File: src/hdl/sads_pkg.sv
// shared types and constants of the sensor adc sequencer
`default_nettype none

package sads_pkg;

  // operation codes carried in the input tuser
  typedef enum logic [1:0] {
    OP_POLL     = 2'd0,
    OP_CONV_END = 2'd1,
    OP_EXCITE   = 2'd2,
    OP_UNUSED   = 2'd3
  } op_t;

  // converter channel selection
  typedef enum logic [1:0] {
    CH_TEMP = 2'd0,
    CH_HUM  = 2'd1,
    CH_IR   = 2'd2,
    CH_NONE = 2'd3
  } channel_t;

  // configuration register indexes
  typedef enum logic [2:0] {
    REG_IDLE_INTERVAL = 3'd0,
    REG_WORK_INTERVAL = 3'd1,
    REG_PIR_INTERVAL  = 3'd2,
    REG_PIR_THRESHOLD = 3'd3,
    REG_PIR_DWELL     = 3'd4,
    REG_PIR_ENABLE    = 3'd5,
    REG_PIR_AUTO      = 3'd6,
    REG_SPARE         = 3'd7
  } cfg_reg_t;

  localparam int unsigned CFG_BITS       = 16;
  localparam int unsigned CFG_INDEX_BITS = 3;
  localparam int unsigned THRESH_BITS    = 10;

  // reset values of the configuration registers and of the temperature value
  localparam int unsigned IDLE_INTERVAL_RESET = 50;
  localparam int unsigned WORK_INTERVAL_RESET = 2000;
  localparam int unsigned PIR_INTERVAL_RESET  = 100;
  localparam int unsigned PIR_THRESHOLD_RESET = 12 * 1024 / 33;
  localparam int unsigned PIR_DWELL_RESET     = 0;
  localparam int unsigned TEMP_VALUE_RESET    = 560;

  // presence detection controls
  typedef struct packed {
    logic [THRESH_BITS-1:0] threshold;
    logic                   enable;
    logic                   auto_sample;
  } pir_cfg_t;

  // control fields of one result item
  typedef struct packed {
    channel_t adc_channel;
    logic     adc_start;
    logic     adc_stop;
    logic     excite_timer_start;
    logic     excite_level;
    logic     presence_pulse;
  } ctl_out_t;

endpackage

`default_nettype wire

File: src/hdl/sads_alu.sv
// shared add and subtract unit with carry out
`default_nettype none

module sads_alu #(
  parameter int unsigned W = 16
) (
  input  wire logic [W-1:0] a,
  input  wire logic [W-1:0] b,
  input  wire logic         sub,
  output logic      [W-1:0] y,
  output logic              carry
);

  logic [W:0] sum;
  logic [W-1:0] b_op;

  // subtract as add of the inverted operand; carry set means no borrow
  assign b_op = sub ? ~b : b;
  assign sum  = {1'b0, a} + {1'b0, b_op} + {{W{1'b0}}, sub};
  assign y     = sum[W-1:0];
  assign carry = sum[W];

endmodule

`default_nettype wire

File: src/hdl/sads_core.sv
// sequencer, running mean and presence logic around one shared adder
`default_nettype none

module sads_core #(
  parameter int unsigned WINDOW_DEPTH = 5,
  parameter int unsigned SAMPLE_BITS  = 10,
  parameter int unsigned TICK_BITS    = 16
) (
  input  wire logic                    clk,
  input  wire logic                    rst,
  input  wire logic                    in_valid,
  input  wire logic [1:0]              in_op,
  input  wire logic [TICK_BITS-1:0]    in_now,
  input  wire logic [SAMPLE_BITS-1:0]  in_adc,
  input  wire logic                    in_work,
  output logic                         ready,
  input  wire logic [TICK_BITS-1:0]    idle_interval,
  input  wire logic [TICK_BITS-1:0]    work_interval,
  input  wire logic [TICK_BITS-1:0]    pir_interval,
  input  wire logic [TICK_BITS-1:0]    pir_dwell,
  input  wire sads_pkg::pir_cfg_t      pir_cfg,
  input  wire logic                    out_free,
  output logic                         res_valid,
  output sads_pkg::ctl_out_t           res_ctl,
  output logic [SAMPLE_BITS-1:0]       res_temp,
  output logic [SAMPLE_BITS-1:0]       res_hum,
  output logic [SAMPLE_BITS-1:0]       res_ir
);

  import sads_pkg::*;

  localparam int unsigned POS_W   = (WINDOW_DEPTH > 1) ? $clog2(WINDOW_DEPTH) : 1;
  localparam int unsigned FILL_W  = $clog2(WINDOW_DEPTH + 1);
  localparam int unsigned SUM_W   = SAMPLE_BITS + FILL_W;
  localparam int unsigned REM_W   = FILL_W + 1;
  localparam int unsigned ALU_W   = (TICK_BITS > SUM_W) ? TICK_BITS : SUM_W;
  localparam int unsigned CNT_W   = $clog2(SUM_W + 1);
  localparam int unsigned CMP_W   = (SAMPLE_BITS > THRESH_BITS) ? SAMPLE_BITS : THRESH_BITS;

  typedef enum logic [7:0] {
    ST_IDLE   = 8'b0000_0001,
    ST_DECODE = 8'b0000_0010,
    ST_DIFF   = 8'b0000_0100,
    ST_CMP    = 8'b0000_1000,
    ST_WRITE  = 8'b0001_0000,
    ST_SUM    = 8'b0010_0000,
    ST_DIV    = 8'b0100_0000,
    ST_DONE   = 8'b1000_0000
  } state_t;

  typedef enum logic [3:0] {
    SEQ_IDLE = 4'b0001,
    SEQ_TEMP = 4'b0010,
    SEQ_HUM  = 4'b0100,
    SEQ_IR   = 4'b1000
  } seq_t;

  typedef enum logic [4:0] {
    HP_INIT    = 5'b00001,
    HP_IDLE    = 5'b00010,
    HP_START   = 5'b00100,
    HP_WORKING = 5'b01000,
    HP_END     = 5'b10000
  } hum_phase_t;

  typedef enum logic [3:0] {
    PR_IDLE      = 4'b0001,
    PR_PRESENT   = 4'b0010,
    PR_SIGNALLED = 4'b0100,
    PR_DISABLED  = 4'b1000
  } presence_t;

  // which elapsed-tick test the adder is working on
  typedef enum logic [1:0] {
    TEST_TEMP  = 2'd0,
    TEST_HUM   = 2'd1,
    TEST_IR    = 2'd2,
    TEST_DWELL = 2'd3
  } test_t;

  state_t     state;
  seq_t       seq;
  hum_phase_t hum_phase;
  presence_t  presence;
  test_t      test;

  // latched input item
  op_t                  op;
  logic [TICK_BITS-1:0] now;
  logic [SAMPLE_BITS-1:0] adc;
  logic                 work;

  logic                   busy;
  logic [TICK_BITS-1:0]   temp_last;
  logic [TICK_BITS-1:0]   hum_last;
  logic [TICK_BITS-1:0]   ir_last;
  logic [TICK_BITS-1:0]   pres_start;
  logic [POS_W-1:0]       pos;
  logic [FILL_W-1:0]      fill;
  logic [SAMPLE_BITS-1:0] temp_val;
  logic [SAMPLE_BITS-1:0] hum_val;
  logic [SAMPLE_BITS-1:0] ir_val;
  logic                   excite_phase;
  channel_t               channel;
  logic                   level;
  logic                   p_start;
  logic                   p_stop;
  logic                   p_tstart;
  logic                   p_pulse;

  // working registers of the shared adder
  logic [TICK_BITS-1:0]   diff;
  logic [SUM_W-1:0]       acc;
  logic [REM_W-1:0]       rem;
  logic [FILL_W-1:0]      rd_idx;
  logic                   rd_vld;
  logic [SAMPLE_BITS-1:0] rd_data;
  logic [CNT_W-1:0]       div_cnt;

  logic [SAMPLE_BITS-1:0] win [WINDOW_DEPTH];
  logic                   win_we;
  logic                   rd_issue;

  logic [ALU_W-1:0]     alu_a;
  logic [ALU_W-1:0]     alu_b;
  logic                 alu_sub;
  logic [ALU_W-1:0]     alu_y;
  logic                 alu_carry;
  logic [TICK_BITS-1:0] last_sel;
  logic [TICK_BITS-1:0] iv_sel;
  logic [REM_W-1:0]     rem_shift;
  logic                 below_thr;
  logic                 above_thr;

  sads_alu #(.W(ALU_W)) u_alu (
    .a     (alu_a),
    .b     (alu_b),
    .sub   (alu_sub),
    .y     (alu_y),
    .carry (alu_carry)
  );

  // operand selection for the elapsed test
  always_comb begin
    case (test)
      TEST_TEMP:  last_sel = temp_last;
      TEST_HUM:   last_sel = hum_last;
      TEST_IR:    last_sel = ir_last;
      TEST_DWELL: last_sel = pres_start;
      default:    last_sel = pres_start;
    endcase
    case (test)
      TEST_TEMP,
      TEST_HUM:   iv_sel = work ? work_interval : idle_interval;
      TEST_IR:    iv_sel = pir_interval;
      TEST_DWELL: iv_sel = pir_dwell;
      default:    iv_sel = pir_dwell;
    endcase
  end

  assign rem_shift = {rem[REM_W-2:0], acc[SUM_W-1]};

  // adder operands per step
  always_comb begin
    alu_a   = '0;
    alu_b   = '0;
    alu_sub = 1'b1;
    case (state)
      ST_DIFF: begin
        alu_a = ALU_W'(now);
        alu_b = ALU_W'(last_sel);
      end
      ST_CMP: begin
        alu_a = ALU_W'(diff);
        alu_b = ALU_W'(iv_sel);
      end
      ST_SUM: begin
        alu_a   = ALU_W'(acc);
        alu_b   = ALU_W'(rd_data);
        alu_sub = 1'b0;
      end
      ST_DIV: begin
        alu_a = ALU_W'(rem_shift);
        alu_b = ALU_W'(fill);
      end
      default: begin
        alu_a = '0;
      end
    endcase
  end

  assign below_thr = CMP_W'(adc) < CMP_W'(pir_cfg.threshold);
  assign above_thr = CMP_W'(adc) > CMP_W'(pir_cfg.threshold);
  assign win_we    = (state == ST_WRITE);
  assign rd_issue  = (state == ST_SUM) && (rd_idx < fill);

  // averaging window store
  always_ff @(posedge clk) begin
    if (win_we) begin
      win[pos] <= adc;
    end
    if (rd_issue) begin
      rd_data <= win[rd_idx[POS_W-1:0]];
    end
  end

  // sequencer
  always_ff @(posedge clk) begin
    if (rst) begin
      state        <= ST_IDLE;
      seq          <= SEQ_IDLE;
      hum_phase    <= HP_INIT;
      presence     <= PR_IDLE;
      test         <= TEST_TEMP;
      busy         <= 1'b0;
      temp_last    <= '0;
      hum_last     <= '0;
      ir_last      <= '0;
      pres_start   <= '0;
      pos          <= '0;
      fill         <= '0;
      temp_val     <= SAMPLE_BITS'(TEMP_VALUE_RESET);
      hum_val      <= '0;
      ir_val       <= '0;
      excite_phase <= 1'b0;
      channel      <= CH_TEMP;
      level        <= 1'b0;
      p_start      <= 1'b0;
      p_stop       <= 1'b0;
      p_tstart     <= 1'b0;
      p_pulse      <= 1'b0;
      rd_idx       <= '0;
      rd_vld       <= 1'b0;
      div_cnt      <= '0;
    end else begin
      case (state)
        ST_IDLE: begin
          if (in_valid) begin
            op       <= op_t'(in_op);
            now      <= in_now;
            adc      <= in_adc;
            work     <= in_work;
            p_start  <= 1'b0;
            p_stop   <= 1'b0;
            p_tstart <= 1'b0;
            p_pulse  <= 1'b0;
            state    <= ST_DECODE;
          end
        end

        ST_DECODE: begin
          state <= ST_DONE;
          case (op)
            OP_CONV_END: begin
              busy <= 1'b0;
            end
            OP_EXCITE: begin
              if (excite_phase) begin
                level <= 1'b1;
                if (hum_phase == HP_START) begin
                  p_start   <= 1'b1;
                  hum_phase <= HP_WORKING;
                end
              end else begin
                if (hum_phase == HP_WORKING) begin
                  hum_val   <= adc;
                  p_stop    <= 1'b1;
                  hum_phase <= HP_END;
                end
                level <= 1'b0;
              end
              excite_phase <= ~excite_phase;
            end
            OP_POLL: begin
              case (seq)
                SEQ_IDLE: begin
                  test  <= TEST_TEMP;
                  state <= ST_DIFF;
                end
                SEQ_TEMP: begin
                  if (!busy) begin
                    p_stop <= 1'b1;
                    seq    <= SEQ_IDLE;
                    state  <= ST_WRITE;
                  end
                end
                SEQ_HUM: begin
                  if (hum_phase == HP_END) begin
                    p_stop    <= 1'b1;
                    hum_phase <= HP_IDLE;
                    seq       <= SEQ_IDLE;
                  end
                end
                default: begin
                  if (!busy) begin
                    p_stop <= 1'b1;
                    ir_val <= adc;
                    seq    <= SEQ_IDLE;
                    // presence machine sees the fresh infrared sample
                    case (presence)
                      PR_PRESENT: begin
                        if (below_thr) begin
                          presence <= PR_IDLE;
                        end else begin
                          test  <= TEST_DWELL;
                          state <= ST_DIFF;
                        end
                      end
                      PR_SIGNALLED: begin
                        if (below_thr) begin
                          presence <= PR_IDLE;
                        end
                      end
                      PR_DISABLED: begin
                        if (pir_cfg.enable) begin
                          presence <= PR_IDLE;
                        end
                      end
                      default: begin
                        if (!pir_cfg.enable) begin
                          presence <= PR_DISABLED;
                        end else if (above_thr) begin
                          presence <= PR_PRESENT;
                        end
                        if (above_thr) begin
                          pres_start <= now;
                        end
                      end
                    endcase
                  end
                end
              endcase
            end
            default: begin
              state <= ST_DONE;
            end
          endcase
        end

        // ticks since the last start, modulo the tick width
        ST_DIFF: begin
          diff  <= alu_y[TICK_BITS-1:0];
          state <= ST_CMP;
        end

        // elapsed test: no borrow means the interval is reached
        ST_CMP: begin
          state <= ST_DONE;
          case (test)
            TEST_TEMP: begin
              if (alu_carry) begin
                p_stop    <= 1'b1;
                p_start   <= 1'b1;
                channel   <= CH_TEMP;
                busy      <= 1'b1;
                seq       <= SEQ_TEMP;
                temp_last <= now;
              end else begin
                test  <= TEST_HUM;
                state <= ST_DIFF;
              end
            end
            TEST_HUM: begin
              if (alu_carry) begin
                p_stop    <= 1'b1;
                channel   <= CH_HUM;
                p_tstart  <= (hum_phase == HP_INIT);
                hum_phase <= HP_START;
                seq       <= SEQ_HUM;
                hum_last  <= now;
              end else if (pir_cfg.auto_sample) begin
                test  <= TEST_IR;
                state <= ST_DIFF;
              end
            end
            TEST_IR: begin
              if (alu_carry) begin
                p_stop  <= 1'b1;
                p_start <= 1'b1;
                channel <= CH_IR;
                busy    <= 1'b1;
                seq     <= SEQ_IR;
                ir_last <= now;
              end
            end
            default: begin
              if (alu_carry) begin
                p_pulse  <= 1'b1;
                presence <= PR_SIGNALLED;
              end
            end
          endcase
        end

        // store the sample and advance the window
        ST_WRITE: begin
          pos    <= (pos == POS_W'(WINDOW_DEPTH - 1)) ? '0 : pos + 1'b1;
          fill   <= (fill < FILL_W'(WINDOW_DEPTH)) ? fill + 1'b1 : fill;
          rd_idx <= '0;
          rd_vld <= 1'b0;
          acc    <= '0;
          state  <= ST_SUM;
        end

        // one window entry read and added per cycle
        ST_SUM: begin
          rd_vld <= rd_issue;
          if (rd_issue) begin
            rd_idx <= rd_idx + 1'b1;
          end
          if (rd_vld) begin
            acc <= alu_y[SUM_W-1:0];
          end
          if (!rd_issue && !rd_vld) begin
            rem     <= '0;
            div_cnt <= CNT_W'(SUM_W);
            state   <= ST_DIV;
          end
        end

        // restoring division of the sum by the fill, one quotient bit a cycle
        ST_DIV: begin
          if (div_cnt == '0) begin
            temp_val <= acc[SAMPLE_BITS-1:0];
            state    <= ST_DONE;
          end else begin
            rem     <= alu_carry ? alu_y[REM_W-1:0] : rem_shift;
            acc     <= {acc[SUM_W-2:0], alu_carry};
            div_cnt <= div_cnt - 1'b1;
          end
        end

        ST_DONE: begin
          if (out_free) begin
            state <= ST_IDLE;
          end
        end

        default: begin
          state <= ST_IDLE;
        end
      endcase
    end
  end

  assign ready     = (state == ST_IDLE);
  assign res_valid = (state == ST_DONE) && out_free;

  assign res_ctl.adc_channel        = channel;
  assign res_ctl.adc_start          = p_start;
  assign res_ctl.adc_stop           = p_stop;
  assign res_ctl.excite_timer_start = p_tstart;
  assign res_ctl.excite_level       = level;
  assign res_ctl.presence_pulse     = p_pulse;
  assign res_temp = temp_val;
  assign res_hum  = hum_val;
  assign res_ir   = ir_val;

  // window fill never passes the depth
  a_fill_bound: assert property (@(posedge clk) disable iff (rst)
    fill <= FILL_W'(WINDOW_DEPTH))
    else $error("window fill beyond depth");

  // the divider only runs on a window holding at least one sample
  a_div_nonzero: assert property (@(posedge clk) disable iff (rst)
    (state == ST_DIV) |-> (fill != '0))
    else $error("division with empty window");

  // a busy converter always belongs to a temperature or infrared run
  a_busy_owner: assert property (@(posedge clk) disable iff (rst)
    busy |-> ((seq == SEQ_TEMP) || (seq == SEQ_IR)))
    else $error("converter busy outside a conversion");

endmodule

`default_nettype wire

File: src/hdl/sensor_adc_sequencer.sv
// top level of the sensor adc sequencer: channels, configuration and result register
//
// One converter shared by temperature, humidity and infrared channels.
// Input items arrive on s_tvalid/s_tready: the operation (poll step,
// conversion complete, excitation tick) in s_tuser, the tick count, the
// converter reading and the work-mode flag in s_tdata. Each accepted item
// gives exactly one result item on m_tvalid/m_tready with the converter
// controls, the current sample values and the presence pulse.
// Configuration is a plain write port (cfg_we, cfg_index, cfg_data); the user
// must see that it is written only while no item is in flight, as the block
// itself does not enforce this. A conversion-complete or excitation item
// passes the states DECODE and DONE before m_tvalid; a poll step also runs
// the states DIFF and CMP for each of up to three elapsed-tick tests, which
// share one adder; a poll that closes a temperature run instead runs WRITE,
// the window sum and the bit-serial divide on the same adder.
// One item is in work at a time: s_tready returns in the same cycle as
// m_tvalid rises for its result.
// A finished result waits in the output register while the next item is
// accepted; if the receiver stalls further, the block holds the second
// result until the register frees. Reset clears the control and configuration registers.
`default_nettype none

module sensor_adc_sequencer #(
  parameter int unsigned WINDOW_DEPTH = 5,
  parameter int unsigned SAMPLE_BITS  = 10,
  parameter int unsigned TICK_BITS    = 16,
  localparam int unsigned IN_BITS  = TICK_BITS + SAMPLE_BITS + 1,
  localparam int unsigned IN_W     = ((IN_BITS + 7) / 8) * 8,
  localparam int unsigned OUT_BITS = 7 + 3 * SAMPLE_BITS,
  localparam int unsigned OUT_W    = ((OUT_BITS + 7) / 8) * 8,
  localparam int unsigned CFG_W    = (TICK_BITS > sads_pkg::THRESH_BITS) ?
                                     TICK_BITS : sads_pkg::THRESH_BITS
) (
  input  wire logic                                 clk,
  input  wire logic                                 rst,
  // operation
  input  wire logic [1:0]                           s_tuser,
  // now_tick, adc_value, work_mode
  input  wire logic [IN_W-1:0]                      s_tdata,
  input  wire logic                                 s_tvalid,
  output logic                                      s_tready,
  // adc_channel, adc_start, adc_stop, excite_timer_start, excite_level,
  // temperature, humidity, infrared, presence_pulse
  output logic [OUT_W-1:0]                          m_tdata,
  output logic                                      m_tvalid,
  input  wire logic                                 m_tready,
  input  wire logic                                 cfg_we,
  input  wire logic [sads_pkg::CFG_INDEX_BITS-1:0]  cfg_index,
  input  wire logic [CFG_W-1:0]                     cfg_data
);

  import sads_pkg::*;

  logic [TICK_BITS-1:0] idle_interval;
  logic [TICK_BITS-1:0] work_interval;
  logic [TICK_BITS-1:0] pir_interval;
  logic [TICK_BITS-1:0] pir_dwell;
  pir_cfg_t             pir_cfg;

  logic                   out_free;
  logic                   res_valid;
  ctl_out_t               res_ctl;
  logic [SAMPLE_BITS-1:0] res_temp;
  logic [SAMPLE_BITS-1:0] res_hum;
  logic [SAMPLE_BITS-1:0] res_ir;

  // configuration registers
  always_ff @(posedge clk) begin
    if (rst) begin
      idle_interval       <= TICK_BITS'(IDLE_INTERVAL_RESET);
      work_interval       <= TICK_BITS'(WORK_INTERVAL_RESET);
      pir_interval        <= TICK_BITS'(PIR_INTERVAL_RESET);
      pir_dwell           <= TICK_BITS'(PIR_DWELL_RESET);
      pir_cfg.threshold   <= THRESH_BITS'(PIR_THRESHOLD_RESET);
      pir_cfg.enable      <= 1'b1;
      pir_cfg.auto_sample <= 1'b1;
    end else if (cfg_we) begin
      case (cfg_reg_t'(cfg_index))
        REG_IDLE_INTERVAL: idle_interval       <= TICK_BITS'(cfg_data);
        REG_WORK_INTERVAL: work_interval       <= TICK_BITS'(cfg_data);
        REG_PIR_INTERVAL:  pir_interval        <= TICK_BITS'(cfg_data);
        REG_PIR_THRESHOLD: pir_cfg.threshold   <= cfg_data[THRESH_BITS-1:0];
        REG_PIR_DWELL:     pir_dwell           <= TICK_BITS'(cfg_data);
        REG_PIR_ENABLE:    pir_cfg.enable      <= cfg_data[0];
        REG_PIR_AUTO:      pir_cfg.auto_sample <= cfg_data[0];
        default: begin
          pir_cfg <= pir_cfg;
        end
      endcase
    end
  end

  sads_core #(
    .WINDOW_DEPTH (WINDOW_DEPTH),
    .SAMPLE_BITS  (SAMPLE_BITS),
    .TICK_BITS    (TICK_BITS)
  ) u_core (
    .clk           (clk),
    .rst           (rst),
    .in_valid      (s_tvalid),
    .in_op         (s_tuser),
    .in_now        (s_tdata[TICK_BITS-1:0]),
    .in_adc        (s_tdata[TICK_BITS +: SAMPLE_BITS]),
    .in_work       (s_tdata[TICK_BITS + SAMPLE_BITS]),
    .ready         (s_tready),
    .idle_interval (idle_interval),
    .work_interval (work_interval),
    .pir_interval  (pir_interval),
    .pir_dwell     (pir_dwell),
    .pir_cfg       (pir_cfg),
    .out_free      (out_free),
    .res_valid     (res_valid),
    .res_ctl       (res_ctl),
    .res_temp      (res_temp),
    .res_hum       (res_hum),
    .res_ir        (res_ir)
  );

  assign out_free = !m_tvalid || m_tready;

  // output register
  always_ff @(posedge clk) begin
    if (rst) begin
      m_tvalid <= 1'b0;
    end else if (res_valid) begin
      m_tvalid <= 1'b1;
    end else if (m_tready) begin
      m_tvalid <= 1'b0;
    end
  end

  always_ff @(posedge clk) begin
    if (res_valid) begin
      m_tdata <= OUT_W'({res_ctl.presence_pulse, res_ir, res_hum, res_temp,
                         res_ctl.excite_level, res_ctl.excite_timer_start,
                         res_ctl.adc_stop, res_ctl.adc_start, res_ctl.adc_channel});
    end
  end

  // a result is only loaded into a free output register
  a_no_overwrite: assert property (@(posedge clk) disable iff (rst)
    res_valid |-> (!m_tvalid || m_tready))
    else $error("result register overwritten");

  // an accepted item keeps the input closed in the following cycle
  a_one_in_flight: assert property (@(posedge clk) disable iff (rst)
    (s_tvalid && s_tready) |=> !s_tready)
    else $error("second item accepted while one is in work");

endmodule

`default_nettype wire

File: config.mk
export PLATFORM = sky130hd
export DESIGN_NAME = sensor_adc_sequencer
export DESIGN_NICKNAME = d
export VERILOG_FILES = /design/src/hdl/sads_pkg.sv /design/src/hdl/sads_alu.sv /design/src/hdl/sads_core.sv /design/src/hdl/sensor_adc_sequencer.sv
export SDC_FILE = /design/constraint.sdc
export NUM_CORES = 1
export LEC_CHECK = 0
export BUFFER_PORTS_ARGS = -buffer_cell sky130_fd_sc_hd__buf_4
export CELL_PAD_IN_SITES_DETAIL_PLACEMENT = 0
export CELL_PAD_IN_SITES_GLOBAL_PLACEMENT = 1
export CORE_MARGIN = 4
export CORE_UTILIZATION = 46
export CTS_BUF_LIST = sky130_fd_sc_hd__clkbuf_4 sky130_fd_sc_hd__clkbuf_8
export CTS_CLUSTER_SIZE = 25
export DETAILED_ROUTE_END_ITERATION = 10
export GPL_TIMING_DRIVEN = 0
export PLACE_DENSITY = 0.79
export SLEW_MARGIN = 20
export SYNTH_ARGS = -nofsm -noshare
export SYNTH_HDL_FRONTEND = slang
export SYNTH_HIERARCHICAL = 1
export SYNTH_SLANG_ARGS = --single-unit
File: constraint.sdc
create_clock -name clk -period 5 [get_ports clk]
set_input_delay 0.75 -clock clk [delete_from_list [all_inputs] [get_ports clk]]
set_output_delay 0.75 -clock clk [all_outputs]
set_load 0.01 [all_outputs]
# == Yosys cells after proc, flatten, opt, wreduce, memory -nomap -nowiden ==
# Memories as Yosys holds them, arrays and structs flattened. A register that Yosys moved wholly into a read port is not among the register bits.
# Index checks and enable logic that the tools add are counted.
# W data, S select, Z words.
# totals
n_memories,1
elab_cells,302
ramBits,50
romBits,0
latch_bits,0
register_bits,315
out_inout_bits,42
# op_classes
mux,105
n_reduce_logical,59
n_shift,0
bitwise_logic,6
magnitude_cmp,4
n_addsub,6
n_mul,0
n_div,0
eq_ne,80
# mem_list
name,depth,width,rd,rd_ports_with_merged_regs,write_ports,line_no,source
u_core.win,5,10,1,1,1,sads_core.sv:120,logic [SAMPLE_BITS-1:0] win [WINDOW_DEPTH];
# ops
operator,count
$pmux W16 S4,3
$mux W8,12
$mux W4,16
$pmux W8 S8,1
$pmux W16 S3,1
$pmux W4 S2,5
$pmux W13 S3,1
$ne A3 B3 Y1 const B,12
$mux W5,7
$mux W16,2
$ne A2 B2 Y1 const B,16
$reduce_and A4 Y1,8
$mux W13,2
$pmux W8 S3,1
$reduce_and A2 Y1,12
$mux W1,21
$mux W2,10
$pmux W5 S2,2
$reduce_and A10 Y1,2
$ne A3 B2 Y1 const B,6
$reduce_and A9 Y1,2
$add A16 B16 Y17,1
$add A17 B1 Y17,1
$ne A2 B1 Y1 const B,8
58 further kinds,108

# == Longest topological paths before layout ==
# depth
ltp_word,11
mapped_depth,22
ltp_nobuf,20

# == By module ==
# The synthesis kept the hierarchy.
# by_module_without_submodules
module,area_per_inst_um2,instances,seq_area_each_um2,cells_each
sads_core,11648.7,1,6436.2,1127
sensor_adc_sequencer,4249.1,1,2652.5,333
sads_alu,950.9,1,0.0,123

# == Worst setup path after synthesis ==
# OpenSTA, ideal clock, no wires.
# synth_path
path_type,register -> register
from,register u_core.state[0]
to,register u_core.presence[1]
period_less_slack_ns,4.814
setup_slack_ns,0.186
path_buffers,3
arrival_time_ns,4.693
path_stages_with_launch,20
required_ns,4.879
setup_ns,0.121
path_cell_list,dfxtp_1 -> or4_4 -> nor2_4 -> and3_1 -> clkbuf_1 -> buf_1 -> nand2_1 -> nand3_1 -> mux2i_2 -> fa_1 -> nand2b_1 -> a21oi_1 -> or2_1 -> o211ai_1 -> and2b_1 -> o21ai_0 -> clkbuf_1 -> nand3_1 -> and3_1 -> mux2_2
# synth_via
elab_cells_between_ends,23
cone_classes,2 x add/sub; 13 x eq/ne; 5 x mux; 1 x bitwise; 2 x reduce/logical
# synth_lines
item,line_no,source
from (decl),sads_core.sv:81,state_t state;
from (signal assigned),sads_core.sv:210,state <= ST_IDLE;
from (signal assigned),sads_core.sv:247,state <= ST_DECODE;
from (signal assigned),sads_core.sv:252,state <= ST_DONE;
"$eq A8 B7 Y1, or another cell as far along",sads_core.sv:168,case (state)
$pmux W16 S4 *,sads_core.sv:168,
named net u_core.alu_a[0],sads_core.sv:124,logic [ALU_W-1:0] alu_a;
$add A16 B16 Y17 *,sads_alu.sv:19,"assign sum = {1'b0, a} + {1'b0, b_op} + {{W{1'b0}}, sub};"
$add A17 B1 Y17 *,sads_alu.sv:19,
named net u_core.alu_carry,sads_core.sv:128,logic alu_carry;
$ne A2 B2 Y1 (no source line) *,n/a,
$reduce_and A9 Y1 (no source line) *,n/a,
to (signal assigned),sads_core.sv:213,presence <= PR_IDLE;
to (signal assigned),sads_core.sv:303,presence <= PR_IDLE;
to (signal assigned),sads_core.sv:311,presence <= PR_IDLE;
to (decl),sads_core.sv:84,presence_t presence;
# The timed path passes the listed nets; every way through them passes the cells marked *.
# A chain may end at the register's enable or synchronous reset.

# == Worst setup path in the final report ==
# layout_path
from,register u_core.test[0]
to,register u_core.hum_phase[4]
# layout_via
elab_chain_len,10
elab_cells_between_ends,15
cone_classes,2 x add/sub; 5 x eq/ne; 4 x mux; 1 x bitwise; 3 x reduce/logical
# layout_rtl
item,line_no,source
from (decl),sads_core.sv:85,test_t test;
from (signal assigned),sads_core.sv:214,test <= TEST_TEMP;
from (signal assigned),sads_core.sv:277,test <= TEST_TEMP;
from (signal assigned),sads_core.sv:305,test <= TEST_DWELL;
$eq A2 B1 Y1 / $logic_not A2 Y1 (equally long branches),"sads_core.sv:145, sads_core.sv:152",
$reduce_or A2 Y1,sads_core.sv:152,case (test)
$pmux W16 S3,sads_core.sv:152,
$pmux W16 S4 *,sads_core.sv:168,
named net u_core.alu_b[0],sads_core.sv:125,logic [ALU_W-1:0] alu_b;
$not A16 Y16,sads_alu.sv:18,assign b_op = sub ? ~b : b;
$mux W16 *,sads_alu.sv:18,
$add A16 B16 Y17 *,sads_alu.sv:19,
$add A17 B1 Y17 *,sads_alu.sv:19,
named net u_core.alu_carry,sads_core.sv:128,
$ne A2 B2 Y1 (no source line) *,n/a,
$reduce_and A8 Y1 (no source line) *,n/a,
to (signal assigned),sads_core.sv:212,hum_phase <= HP_INIT;
to (signal assigned),sads_core.sv:262,hum_phase <= HP_WORKING;
to (signal assigned),sads_core.sv:268,hum_phase <= HP_END;
to (decl),sads_core.sv:83,hum_phase_t hum_phase;
# Marked as above.

==> flow_metrics.py <==
metrics = {
    "run_status": {
        "outcome": "completed",
    },
    "final_layout": {
        "drive_gt1_frac": 0.201,
        "antennaDiodeCount": 0,
        "final_area_um2": 20000,
        "fin_util": 0.560,
        "areaGrowthSynthToFinish_pct": 19.0,
        "layout_commonest_cell": "dfxtp_1",
        "nets": 1858,
        "layout_common_cells": "dfxtp_1 (215), nand2_1 (173), edfxtp_1 (158)",
    },
    "placement": {
        "gp_congestion": 0.884,
        "dp_slack_ns": -2.20,
        "place_area_um2": 18200,
        "io_buffers": 86,
        "dp_hpwl_um": 33300,
    },
    "timing": {
        "finalHoldViolations": 0,
        "fin_crit_ns": 4.86,
        "fmax_mhz": 206,
        "finClkSkew_ns": 0.0517,
        "period_share": 0.972,
        "slew_headroom": 0.293,
        "setup_violations": 0,
        "tightest_slew_ns": 1.06,
        "fin_ws_ns": 0.140,
        "maxSlewViolCount": 0,
    },
    "yosys": {
        "synth_area_um2": 16800,
        "synth-seq-cells": 375,
        "synth_top_area_share": 0.282,
        "yosysSeqAreaShare": 0.539,
        "netlist_instances": 1583,
        "yosys.area.top_type": "edfxtp_1",
        "avgSynthCellArea_um2": 10.6,
        "synth_ff_type": "dfxtp_1",
        "ys_warn_count": 6,
        "ys_top_cells_by_area": "edfxtp_1 (28%), dfxtp_1 (26%), mux2i_1 (7.4%)",
        "synth_edf_count": 158,
        "synth.distinct_cells": 85,
        "synthArstFlopShare": 0,
    },
    "clock_tree": {
        "clock_latency_ns": 0.65,
        "htree_levels": 3,
        "numCtsBuffers": 66,
        "cts_tree": "yes",
        "clkTransAtPathRegs_ns": 0.06,
        "cts_hold_buf": 0,
        "cts.sinks": 375,
        "root_buffer": "clkbuf_8",
        "clk_path_buf_depth": 3,
    },
    "power": {
        "irDropWorstVdd_mv": 0.233,
        "powerDensity_nw_per_um2": 403,
        "p_leak_nw": 7.76,
        "power_mw": 8.09,
    },
    "worst_setup_path": {
        "crit_path_end_kind": "flip-flop",
        "crit_arrival_ns": 5.40,
        "critPathMaxFanout": 10,
        "criticalPathCategory": "flip-flop to flip-flop",
        "cp.required_ns": 5.54,
        "critPathLaunchType": "flip-flop",
    },
    "drt": {
        "wl_per_cell_um": 21.0,
        "viasPerCell": 5.64,
        "wl_um": 47600,
        "firstDrtPassIters": 7,
        "drt_first_iter_violations": 1003,
        "ant_nets": 0,
        "drc": 0,
        "num_vias": 12800,
    },
    "grt": {
        "grt_pass1_wl_um": 72800,
        "grt_pass1_vias": 12700,
        "grtUsageTotal": 0.237,
        "grt_max_degree": 26,
        "antenna_found_initial": 0,
        "grt-ovfl-total": 0,
    },
    "floorplan": {
        "die_h_um": 199,
        "rows": 69,
        "ios": 100,
        "start_util": 0.470,
        "die_w_um": 199,
        "die_area_um2": 39800,
        "core-area_um2": 35800,
    },
    "flow_run": {
        "cap_violations": 0,
    },
    "hold_path": {
        "hold_class": "input port to flip-flop",
    },
}
==> cell usage after synthesis (11+ instances only) <==
master    count
a21oi_1     122
a222oi_1     28
a22o_1       16
a22oi_1      21
buf_2        15
clkbuf_1     71
dfxtp_1     217
edfxtp_1    158
ha_1         40
inv_1        44
mux2_2       11
mux2i_1     125
nand2_1     173
nand2b_1     83
nand3_1      28
nor2_1      118
nor3_1       19
o21ai_0      56
xor2_1       26
==> power by group <==
part	leakage (nW)	total (mW)	switching, mW	internal (mW)
sequential	3.20	3.46	0.123	3.34
combinational	3.77	1.43	0.826	0.602
clock	0.791	3.20	1.34	1.86
total	7.76	8.09	2.29	5.80
==> flip-flops by register name (all words and copies together), names as in the netlist, 12 cells and up <==
name / count
pir_interval: 16
u_core/diff: 16
pir_dwell: 16
u_core/win: 50
u_core/pres_start: 16
u_core/now: 16
work_interval: 16
idle_interval: 16
u_core/ir_last: 16
u_core/hum_last: 16
m_tdata: 37
u_core/acc: 13
u_core/temp_last: 16
pir_cfg: 12
==> layer usage <==
| layer | vias up | routed length [um] | share of wire | GRT usage |
|---|---|---|---|---|
| met5 | - | 0 | 0 | 0 |
| met4 | 0 | 935 | 0.020 | 0.0679 |
| met3 | 69 | 2620 | 0.055 | 0.0395 |
| met2 | 383 | 22300 | 0.47 | 0.383 |
| met1 | 6269 | 21700 | 0.46 | 0.333 |
| li1 | 6082 | - | - | - |
==> critical path, cell delays in order (launching register included) <==
cell and delay, ns:
dfxtp_4 0.37, inv_1 0.08, ha_2 0.23, clkbuf_8 0.18, a222oi_1 0.36, o21ai_1 0.15
a222oi_1 0.49, nand2_1 0.18, mux2i_2 0.21, fa_2 0.36, nand2b_4 0.16, a21oi_2 0.16
or2_1 0.15, o211ai_1 0.13, and2b_2 0.25, o21ai_4 0.28, and3_4 0.24, buf_8 0.15
nor2_2 0.08, or4_1 0.41, a21oi_1 0.15
==> metrics by stage <==
step | TNS (ns) | cells | hold slack (ns)
4_1_cts | 0 | 2265 | 0.256
2_1_floorplan | 0 | 1585 | 0.402
3_3_place_gp | -136.95 | 2132 | 0.411
6_report | 0 | 2271 | 0.295
3_5_place_dp | -128.93 | 2140 | 0.411
5_1_grt | -0.338 | 2271 | 0.260
==> cells by family after synthesis <==
logic type               synth area share
adder cells (fa/ha/maj)            0.0309
buffers and inverters              0.0403
other                            0.000223
multiplexers                       0.0958
AO/OA/AOI/OAI                       0.125
XOR/XNOR                           0.0187
flip-flops                          0.539
AND/OR/NAND/NOR                     0.149
==> area by class of cell <==
class,count,area [um2]
fill,3128,15800
sequential,375,9090
multi-input combinational,1055,7240
clock buffer,97,1180
timing repair buffer,114,882
buffer,102,586
tap,461,577
clock inverter,22,323
inverter,45,169
==> final timing paths <==
path	cells past startpoint	to	from	slack (ns)
worst max register to register	20	u_core/hum_phase[4]	u_core/test[0]	0.14
worst min-delay path	1	u_core/now[14]	s_tdata[14]	0.30
worst min register to register	0	m_tdata[21]	u_core/res_hum[5]	0.43
worst max-delay path	20	u_core/hum_phase[4]	u_core/test[0]	0.14
==> what timing repair did <==
action,CTS,global route
setup buffers,11,9
gates resized for setup,56,38
gates cloned,0,0
setup endpoints to repair,77,70
pin swaps,9,11
Note: power is estimated with default switching activity, not from simulation.
